==> src/hdl/lssp_pkg.sv <==
// lssp_pkg: shared types and constants for the scan stream parser
// no dependencies
package lssp_pkg;

	localparam int POINTS_PER_CAPSULE = 40;
	localparam int FULL_CIRCLE_Q6 = 23040;
	localparam int CAPSULE_BYTES = 84;
	localparam int PT_IDX_W = 6;

	localparam logic [1:0] FMT_STANDARD = 2'd1;
	localparam logic [1:0] FMT_DENSE = 2'd2;

	localparam logic [3:0] HDR_SYNC1 = 4'hA;
	localparam logic [3:0] HDR_SYNC2 = 4'h5;

	typedef enum logic [1:0] {
		ST_IDLE,
		ST_EMIT,
		ST_WAIT
	} emit_state_t;

	typedef struct packed {
		logic [14:0] angle_q6;
		logic [17:0] distance_q2;
		logic [5:0] quality;
		logic new_scan;
		logic last_of_run;
	} point_t;

endpackage

==> src/hdl/lssp_dist_mem.sv <==
// lssp_dist_mem: byte-wide distance store, two banks of one capsule each
// low and high byte of each distance sit in adjacent entries; depends on lssp_pkg
module lssp_dist_mem import lssp_pkg::*; #(
	parameter int DEPTH = POINTS_PER_CAPSULE
) (
	input logic clk,
	input logic wr_en,
	input logic wr_bank,
	input logic [$clog2(2*DEPTH)-1:0] wr_addr,
	input logic [7:0] wr_data,
	input logic rd_bank,
	input logic [$clog2(2*DEPTH)-1:0] rd_addr,
	output logic [7:0] rd_data
);

	logic [7:0] mem_q [2][2*DEPTH];

	always_ff @(posedge clk) begin
		if (wr_en) begin
			mem_q[wr_bank][wr_addr] <= wr_data;
		end
		rd_data <= mem_q[rd_bank][rd_addr];
	end

endmodule

==> src/hdl/lidar_scan_stream_parser_unit.sv <==
// lidar_scan_stream_parser_unit: byte stream to measurement points, standard and dense modes
// depends on lssp_pkg, lssp_dist_mem
//
// One received byte is taken per beat. Standard nodes and bytes that finish no
// capsule do not hold the input while the output keeps up. A good dense capsule
// without the sync bit and with a pending one emits the pending capsule's 40
// points, two byte reads of the distance memory each, so that byte holds the
// input through the emission plus any output stall; the next byte is held until
// the last point is registered. Distances live in a two-bank memory: one bank holds
// the pending capsule while the other drains and refills; they swap per good capsule.
module lidar_scan_stream_parser_unit import lssp_pkg::*; #(
	parameter int FULL_CIRCLE = FULL_CIRCLE_Q6
) (
	input logic clk,
	input logic arst_n,
	input logic cfg_we,
	input logic [1:0] cfg_wdata,
	input logic in_valid,
	output logic in_ready,
	input logic [7:0] rx_byte,
	output logic out_valid,
	input logic out_ready,
	output logic [14:0] angle_q6,
	output logic [17:0] distance_q2,
	output logic [5:0] quality,
	output logic new_scan,
	output logic [15:0] points_in_revolution,
	output logic [15:0] checksum_fail_count,
	output logic last_of_run
);

	localparam int AW = $clog2(POINTS_PER_CAPSULE);
	localparam logic [15:0] FC = 16'(FULL_CIRCLE);
	localparam logic [AW-1:0] LAST_PT = AW'(POINTS_PER_CAPSULE - 1);

	emit_state_t state_q, state_d;
	logic [1:0] fmt_q;
	logic [39:0] win_q;
	logic [2:0] nfill_q;
	logic [6:0] cfill_q;
	logic [15:0] hdr_q;
	logic [7:0] xor_q;
	logic [15:0] cstart_q;
	logic [14:0] pstart_q;
	logic psync_q, pvalid_q;
	logic [14:0] estart_q;
	logic esync_q;
	logic [14:0] prev_ang_q;
	logic prev_valid_q;
	logic [15:0] rev_q, fail_q;
	logic bank_q;
	logic [AW-1:0] idx_q;
	logic [15:0] diff_q;
	logic [21:0] acc_q;
	logic rd_ok_s1;
	logic [AW-1:0] rd_idx_s1;
	logic [14:0] rd_ang_s1;
	logic rd_phase_q;
	logic [7:0] lo_q;

	// output register
	logic ov_q;
	point_t pt_q;
	logic [15:0] orev_q, ofail_q;

	logic accept;
	logic [39:0] win_n;
	logic node_ok;
	logic [15:0] node_raw;
	logic [14:0] node_ang;
	logic [7:0] xor_n;
	logic cap_done, cap_good;
	logic [15:0] new_start;
	logic [14:0] start_mod;
	logic mem_we;
	logic [6:0] didx;
	logic [15:0] diff_n;
	logic emit_go;
	logic [15:0] interp;
	logic [14:0] cur_ang;
	logic out_free;
	logic rd_issue;
	logic [AW:0] mem_raddr;
	logic [7:0] byte_rd;

	// point bookkeeping
	logic pp_go;
	logic [14:0] pp_ang;
	logic pp_force;
	logic pp_ns;
	logic [15:0] pp_rev;
	logic [15:0] pp_fail;

	assign out_free = !ov_q || out_ready;
	assign in_ready = (state_q == ST_IDLE) && out_free;
	assign accept = in_valid && in_ready;

	assign win_n = {win_q[31:0], rx_byte};
	assign node_raw = {win_n[23:16], win_n[31:24]} >> 1;
	assign node_ang = (node_raw >= FC) ? 15'(node_raw - FC) : node_raw[14:0];
	assign node_ok = (fmt_q == FMT_STANDARD) && (nfill_q >= 3'd4) &&
		win_n[24] && (win_n[32] != win_n[33]);

	assign xor_n = xor_q ^ rx_byte;
	assign didx = cfill_q - 7'd4;
	assign mem_we = accept && (fmt_q == FMT_DENSE) && (cfill_q >= 7'd4);
	assign cap_done = accept && (fmt_q == FMT_DENSE) && (cfill_q == 7'(CAPSULE_BYTES - 1));
	assign cap_good = cap_done && (xor_n == {hdr_q[11:8], hdr_q[3:0]});
	assign new_start = cstart_q;
	assign start_mod = ({1'b0, new_start[14:0]} >= FC) ?
		15'({1'b0, new_start[14:0]} - FC) : new_start[14:0];
	assign diff_n = ({1'b0, start_mod} >= {1'b0, pstart_q}) ?
		16'({1'b0, start_mod} - {1'b0, pstart_q}) :
		16'({1'b0, start_mod} + FC - {1'b0, pstart_q});
	assign emit_go = cap_good && pvalid_q && !new_start[15];

	// acc holds diff*i, divide by 40 as (acc>>3)/5 by reciprocal multiply
	assign interp = 16'((36'(acc_q[21:3]) * 36'd104858) >> 19);
	assign cur_ang = ({1'b0, estart_q} + interp >= FC) ?
		15'({1'b0, estart_q} + interp - FC) : 15'({1'b0, estart_q} + interp);

	// low byte and high byte of a distance are separate entries
	assign rd_issue = (state_q == ST_EMIT) && !rd_ok_s1 && !rd_phase_q;
	assign mem_raddr = {idx_q, rd_phase_q};

	lssp_dist_mem #(
		.DEPTH(POINTS_PER_CAPSULE)
	) u_mem (
		.clk(clk),
		.wr_en(mem_we),
		.wr_bank(bank_q),
		.wr_addr(didx),
		.wr_data(rx_byte),
		.rd_bank(bank_q),
		.rd_addr(mem_raddr),
		.rd_data(byte_rd)
	);

	always_comb begin
		state_d = state_q;
		unique case (state_q)
			ST_IDLE: if (emit_go) state_d = ST_EMIT;
			ST_EMIT: if (pp_go && rd_idx_s1 == LAST_PT) state_d = ST_IDLE;
			default: state_d = ST_IDLE;
		endcase
		if (cfg_we) state_d = ST_IDLE;
	end

	// point generation
	always_comb begin
		pp_go = 1'b0;
		pp_ang = node_ang;
		pp_force = win_n[32];
		if (accept && node_ok) begin
			pp_go = 1'b1;
		end else if (state_q == ST_EMIT && rd_ok_s1 && rd_phase_q && out_free) begin
			pp_go = 1'b1;
			pp_ang = rd_ang_s1;
			pp_force = esync_q && (rd_idx_s1 == '0);
		end
		pp_ns = pp_force || (prev_valid_q && (prev_ang_q > pp_ang) &&
			({1'b0, prev_ang_q - pp_ang} << 1) > {1'b0, FC});
		pp_rev = pp_ns ? 16'd1 : ((rev_q == 16'hFFFF) ? rev_q : rev_q + 16'd1);
		pp_fail = fail_q;
	end

	always_ff @(posedge clk or negedge arst_n) begin
		if (!arst_n) begin
			state_q <= ST_IDLE;
			fmt_q <= '0;
			win_q <= '0;
			nfill_q <= '0;
			cfill_q <= '0;
			hdr_q <= '0;
			xor_q <= '0;
			cstart_q <= '0;
			pstart_q <= '0;
			psync_q <= 1'b0;
			pvalid_q <= 1'b0;
			estart_q <= '0;
			esync_q <= 1'b0;
			prev_ang_q <= '0;
			prev_valid_q <= 1'b0;
			rev_q <= '0;
			fail_q <= '0;
			bank_q <= 1'b0;
			idx_q <= '0;
			diff_q <= '0;
			acc_q <= '0;
			rd_ok_s1 <= 1'b0;
			rd_idx_s1 <= '0;
			rd_ang_s1 <= '0;
			rd_phase_q <= 1'b0;
			lo_q <= '0;
			ov_q <= 1'b0;
		end else begin
			state_q <= state_d;
			if (pp_go && !cfg_we) ov_q <= 1'b1;
			else if (out_ready) ov_q <= 1'b0;
			if (cfg_we) begin
				fmt_q <= cfg_wdata;
				nfill_q <= '0;
				cfill_q <= '0;
				pvalid_q <= 1'b0;
				prev_valid_q <= 1'b0;
				rev_q <= '0;
				fail_q <= '0;
				rd_ok_s1 <= 1'b0;
				rd_phase_q <= 1'b0;
			end else begin
				if (accept && fmt_q == FMT_STANDARD) begin
					win_q <= win_n;
					if (node_ok) nfill_q <= '0;
					else if (nfill_q < 3'd5) nfill_q <= nfill_q + 3'd1;
				end
				if (accept && fmt_q == FMT_DENSE) begin
					if (cfill_q == 7'd0) begin
						if (rx_byte[7:4] == HDR_SYNC1) begin
							hdr_q <= {8'h00, rx_byte};
							cfill_q <= 7'd1;
						end
					end else if (cfill_q == 7'd1) begin
						if (rx_byte[7:4] == HDR_SYNC2) begin
							hdr_q[15:8] <= rx_byte;
							xor_q <= '0;
							cfill_q <= 7'd2;
						end else if (rx_byte[7:4] == HDR_SYNC1) begin
							hdr_q <= {8'h00, rx_byte};
						end else begin
							cfill_q <= '0;
						end
					end else begin
						xor_q <= xor_n;
						if (cfill_q == 7'd2) cstart_q[7:0] <= rx_byte;
						if (cfill_q == 7'd3) cstart_q[15:8] <= rx_byte;
						cfill_q <= cap_done ? 7'd0 : cfill_q + 7'd1;
					end
					if (cap_done && !cap_good && fail_q != 16'hFFFF)
						fail_q <= fail_q + 16'd1;
					if (cap_good) begin
						bank_q <= !bank_q;
						pstart_q <= start_mod;
						psync_q <= new_start[15];
						pvalid_q <= 1'b1;
						if (emit_go) begin
							idx_q <= '0;
							diff_q <= diff_n;
							acc_q <= '0;
							estart_q <= pstart_q;
							esync_q <= psync_q;
						end
					end
				end
				// emit sequencer: two byte reads per point
				if (state_q == ST_EMIT) begin
					if (rd_issue) begin
						rd_phase_q <= 1'b1;
						rd_idx_s1 <= idx_q;
						rd_ang_s1 <= cur_ang;
					end else if (rd_phase_q && !rd_ok_s1) begin
						lo_q <= byte_rd;
						rd_ok_s1 <= 1'b1;
					end else if (rd_ok_s1 && rd_phase_q && out_free) begin
						rd_ok_s1 <= 1'b0;
						rd_phase_q <= 1'b0;
						idx_q <= idx_q + AW'(1);
						acc_q <= acc_q + 22'(diff_q);
					end
				end
				if (pp_go) begin
					prev_ang_q <= pp_ang;
					prev_valid_q <= 1'b1;
					rev_q <= pp_rev;
				end
			end
		end
	end

	always_ff @(posedge clk) begin
		if (pp_go) begin
			pt_q.angle_q6 <= pp_ang;
			pt_q.new_scan <= pp_ns;
			orev_q <= pp_rev;
			ofail_q <= (cap_done && !cap_good && fail_q != 16'hFFFF) ?
				fail_q + 16'd1 : pp_fail;
			if (accept && node_ok) begin
				pt_q.distance_q2 <= {2'b00, win_n[7:0], win_n[15:8]};
				pt_q.quality <= win_n[39:34];
				pt_q.last_of_run <= 1'b1;
			end else begin
				pt_q.distance_q2 <= {byte_rd, lo_q, 2'b00};
				pt_q.quality <= '0;
				pt_q.last_of_run <= (rd_idx_s1 == LAST_PT);
			end
		end
	end

	assign out_valid = ov_q;
	assign angle_q6 = pt_q.angle_q6;
	assign distance_q2 = pt_q.distance_q2;
	assign quality = pt_q.quality;
	assign new_scan = pt_q.new_scan;
	assign points_in_revolution = orev_q;
	assign checksum_fail_count = ofail_q;
	assign last_of_run = pt_q.last_of_run;

	a_no_accept_in_emit: assert property (@(posedge clk) disable iff (!arst_n)
		(state_q == ST_EMIT) |-> !in_ready) else $error("byte taken during emit");
	a_emit_needs_pending: assert property (@(posedge clk) disable iff (!arst_n)
		$rose(state_q == ST_EMIT) |-> pvalid_q) else $error("emit without pending");
	a_fill_range: assert property (@(posedge clk) disable iff (!arst_n)
		cfill_q < 7'(CAPSULE_BYTES)) else $error("capsule fill overrun");

endmodule

==> config.mk <==
export PLATFORM = sky130hd
export DESIGN_NAME = lidar_scan_stream_parser_unit
export DESIGN_NICKNAME = d
export VERILOG_FILES = /design/src/hdl/lssp_pkg.sv /design/src/hdl/lssp_dist_mem.sv /design/src/hdl/lidar_scan_stream_parser_unit.sv
export SDC_FILE = /design/constraint.sdc
export NUM_CORES = 2
export LEC_CHECK = 0
export BUFFER_PORTS_ARGS = -buffer_cell sky130_fd_sc_hd__buf_4
export CAP_MARGIN = 5
export CELL_PAD_IN_SITES_DETAIL_PLACEMENT = 1
export CELL_PAD_IN_SITES_GLOBAL_PLACEMENT = 1
export CORE_UTILIZATION = 30
export CTS_CLUSTER_SIZE = 25
export DETAILED_ROUTE_END_ITERATION = 8
export PLACE_DENSITY = 0.49
export SETUP_SLACK_MARGIN = 0.4
export SLEW_MARGIN = 25
export SYNTH_ARGS = -nofsm -noshare
export SYNTH_HDL_FRONTEND = slang
export SYNTH_HIERARCHICAL = 1
export SYNTH_SLANG_ARGS = --single-unit
==> constraint.sdc <==
create_clock -name clk -period 7.4 [get_ports clk]
set_input_delay 0.37 -clock clk [delete_from_list [all_inputs] [get_ports clk]]
set_output_delay 0.37 -clock clk [all_outputs]
set_load 0.03 [all_outputs]
==> flow_summary.ini <==
[outcome]
status = finished clean

[synthesis]
yosysWarnings = 6
synth.top_cells.by_count = 1353 x edfxtp_1, 369 x nand2_1, 346 x mux2i_1
postSynthNetCount = 5357
mux_share_of_post_synthesis_cell_area_pct = 11.3
synth.area.top_cells = edfxtp_1 56%, dfrtp_1 8.1%, mux4_2 5.1%, mux2i_1 4.7%, ha_1 4.0%
simple_gate_share_of_the_synthesized_area_pct = 6.81
synth_top_flop_cell = edfxtp_1
synthDistinctLibCells = 87
synthDominantAreaCellType = edfxtp_1
synth_area_per_cell_um2 = 14.6
synth_seq_area_share_pct = 63.9
synth_edf_count = 1353
syn-instance-count = 4997
synth_compound_gate_area_share_pct = 6.19
synth_async_sr_flop_share_pct = 14.7
ys_ff_latch = 1596
synthXorXnorAreaFrac_pct = 1.67
synth-adder-area-share_pct = 7.08
netlist_area_mm2 = 0.0730
yosys.cell_count.top_type = edfxtp_1
synth.top_cell.area_share_pct = 55.7
largest_family_of_logic_cells_by_synthesized_area = multiplexers

[pwr]
leakage_nw = 30.1
vdd.ir_drop.worst_mv = 0.191
power_per_cell_area_mw_per_mm2 = 232

[sta]
max_slew_margin_pct = 12.2
hold_viol = 0
unrepaired_setup_endpoints_after_global_routing = yes
skew_ps = 32.5
final_min_period_over_clock_period_pct = 99.1
finalWorstPathRequiredPeriod_ps = 7330
achievable-frequency_mhz = 136
endpoints_failing_setup = 0
timing.final.max_slew_violations = 0
timing_worst_slew_pin_value_ps = 1310

[floorplanning]
top_level_ports = 90
floorplan.die_area_mm2 = 0.245
site_row_count = 180
initial_core_util_pct = 30.3
floorplan.core_area_mm2 = 0.241
chipWidth_um = 495
die_h_um = 495

[global_routing]
grt_use_met2_pct = 28.1
grtUsageMet1_pct = 24.9
grt_first_pass_wirelength_um = 316000
track_usage_pct = 17.6
grtUsageMet3_pct = 2.69
maximum_number_of_pins_on_one_net_before_global_route_repair = 146
via_count_of_the_first_global_routing_pass = 45349
gr_busiest_metal = met2
globalRouteOverflowTotal = 0
antenna_found_initial = 13

[worst_setup_path]
timing.critical_path.arrival_ps = 8020
crit_end = rd_ang_s1[14]$_DFFE_PN0P_
r2r_slack_ps = 70
end_kind = flip-flop
crit_path_top_delay_cell = fa_1
startpoint_type = flip-flop
required_ps = 8090
worst_setup_path_startpoint = acc_q[14]$_DFFE_PN0N_
critical_path.most_common_cell = fa_1
r2r-end = rd_ang_s1[14]$_DFFE_PN0P_
crit_path_max_incr_delay_ps = 520
r2r-start = acc_q[14]$_DFFE_PN0N_
worstRegToRegCells = 35
critical_path_class = reg -> reg
crit_path_max_fanout = 6

[place]
final_weighted_congestion_in_routability_driven_placement = 0.817
placed_cell_area_mm2 = 0.0784
port_buffers = 89
dp_hpwl_um = 145000
placed_cell_count = 8253

[clock_tree]
worst_setup_hold_path_clk_slew_ps = 60
tritoncts.num_buffers = 179
clock_sinks = 1596
clk_path_buf_depth = 3
ctsRootBufferMaster = clkbuf_16
cts_max_level = 4
clock_latency_ps = 830
tritoncts_clock_tree = built

[final_layout]
layoutNonFillerInstCount = 8631
filler_instances = 24877
syn_to_final_growth_pct = 16.7
final_area_mm2 = 0.0851
post_route_cells_drive_above_1_share_pct = 17.8
layout_nets = 5650

[drt]
routed_via_density = 4.97
dr.pass1.iters = 5
drt_iter0_drc = 2878
routed_wire_length_per_instance_um = 25.1
dr_total_vias = 42915
final_antenna_net_count = 0
route.final.wire_length_um = 216000
drt_drc_violations_left = 0

[worst_hold_path]
worst_hold_path_type = in -> async

[run]
max_cap_violations = 0
==> final cells by class <==
cell class | count | area (µm²) | area share (%)
Timing Repair Buffer | 323 | 2600 | 3.06
Clock buffer | 227 | 4760 | 5.59
Tap cell | 3185 | 3990 | 4.68
Antenna cell | 5 | 12.5 | 0.0147
Clock inverter | 105 | 1000 | 1.18
Multi-Input combinational cell | 2874 | 24900 | 29.2
Sequential cell | 1596 | 46700 | 54.8
Inverter | 316 | 1190 | 1.39
==> how the worst min path moves through the flow <==
stage	end	startpoint	slack (ps)	cells past startpoint
final	acc_q[21]$_DFFE_PN0N_	arst_n	160	2
after global routing	acc_q[21]$_DFFE_PN0N_	arst_n	230	2
after CTS	acc_q[21]$_DFFE_PN0N_	arst_n	170	2
after detailed placement	acc_q[21]$_DFFE_PN0N_	arst_n	440	1
after global placement	acc_q[21]$_DFFE_PN0N_	arst_n	450	1
after floorplan	acc_q[0]$_DFFE_PN0N_	arst_n	70	0
==> worst max-delay path, delay by kind of cell, from the launching register on <==
family	cells	cell delay (ps)
AO/OA/AOI/OAI	12	1980
XOR/XNOR	3	430
adder cells (fa/ha/maj)	8	2960
buffers and inverters	8	730
flip-flops	1	450
AND/OR/NAND/NOR	4	640
==> cells by family after synthesis <==
logic type | Yosys count
simple gates | 1085
buf+inv | 527
flops | 1596
fa+ha+maj | 345
xor+xnor | 138
compound gates | 697
mux | 609
==> metrics by stage <==
step                      TNS, ps  util (%)  setup slack (ps)  hold slack, ps  total power [mW]
after floorplan                 0         -               416            74.4              10.7
after global placement      -1120      32.5              -215             450              11.2
after detailed placement    -1610      32.5              -291             437              11.2
after CTS                    -301      35.1             -74.1             166              20.0
after global routing        -1370      35.3              -254             228              20.5
final                           0      35.3              66.3             163              19.8
==> flip-flops by register name, indices dropped and copies added, names as in the netlist, 15 cells and up <==
name                  flops
fail_q                   16
win_q                    32
points_in_revolution     16
rd_ang_s1                15
checksum_fail_count      16
distance_q2              18
pstart_q                 15
angle_q6                 15
acc_q                    22
prev_ang_q               15
diff_q                   16
estart_q                 15
rev_q                    16
cstart_q                 16
u_mem/mem_q            1280
==> cell usage in the layout (no fill, tap or decap), types with 29 or more instances in the layout <==
cell type	synthesis	layout
a211oi_1	35	29
a21o_1	31	31
a21oi_1	121	107
a22o_1	41	41
a22oi_1	81	81
and2_1	36	36
buf_4	17	288
clkbuf_1	116	40
clkbuf_16	0	181
clkinv_1	1	42
dfrtp_1	235	220
edfxtp_1	1353	1353
fa_1	113	110
ha_1	232	206
inv_1	314	306
mux2_2	81	81
mux2i_1	346	346
mux4_2	164	164
nand2_1	369	368
nand3_1	112	110
nand4_1	35	35
nor2_1	291	267
nor2b_1	36	32
nor3_1	74	69
o21ai_0	201	188
xnor2_1	70	66
xor2_1	67	67
==> where the power goes <==
group	leakage, nW	internal (mW)	switching (mW)	total (mW)
Sequential	15.4	9.86	0.0995	9.96
Combinational	11.9	0.384	0.675	1.06
Clock	2.78	4.95	3.81	8.76
Total	30.1	15.2	4.59	19.8
==> repair_timing <==
item | in CTS | in global routing
gates resized for setup | 50 | 59
setup buffers | 12 | 14
setup endpoints to repair | 7 | 8
hold buffers | 14 | 0
endpoints found under the hold margin | 261 | 0
pin swaps | 41 | 70
==> metal layers <==
metal	wire [µm]	part of all wire, %
met5	10	0.0046
met4	4270	2.0
met3	8420	3.9
met2	101000	47
met1	103000	48
No activity file was read; power rests on OpenSTA's default activity.
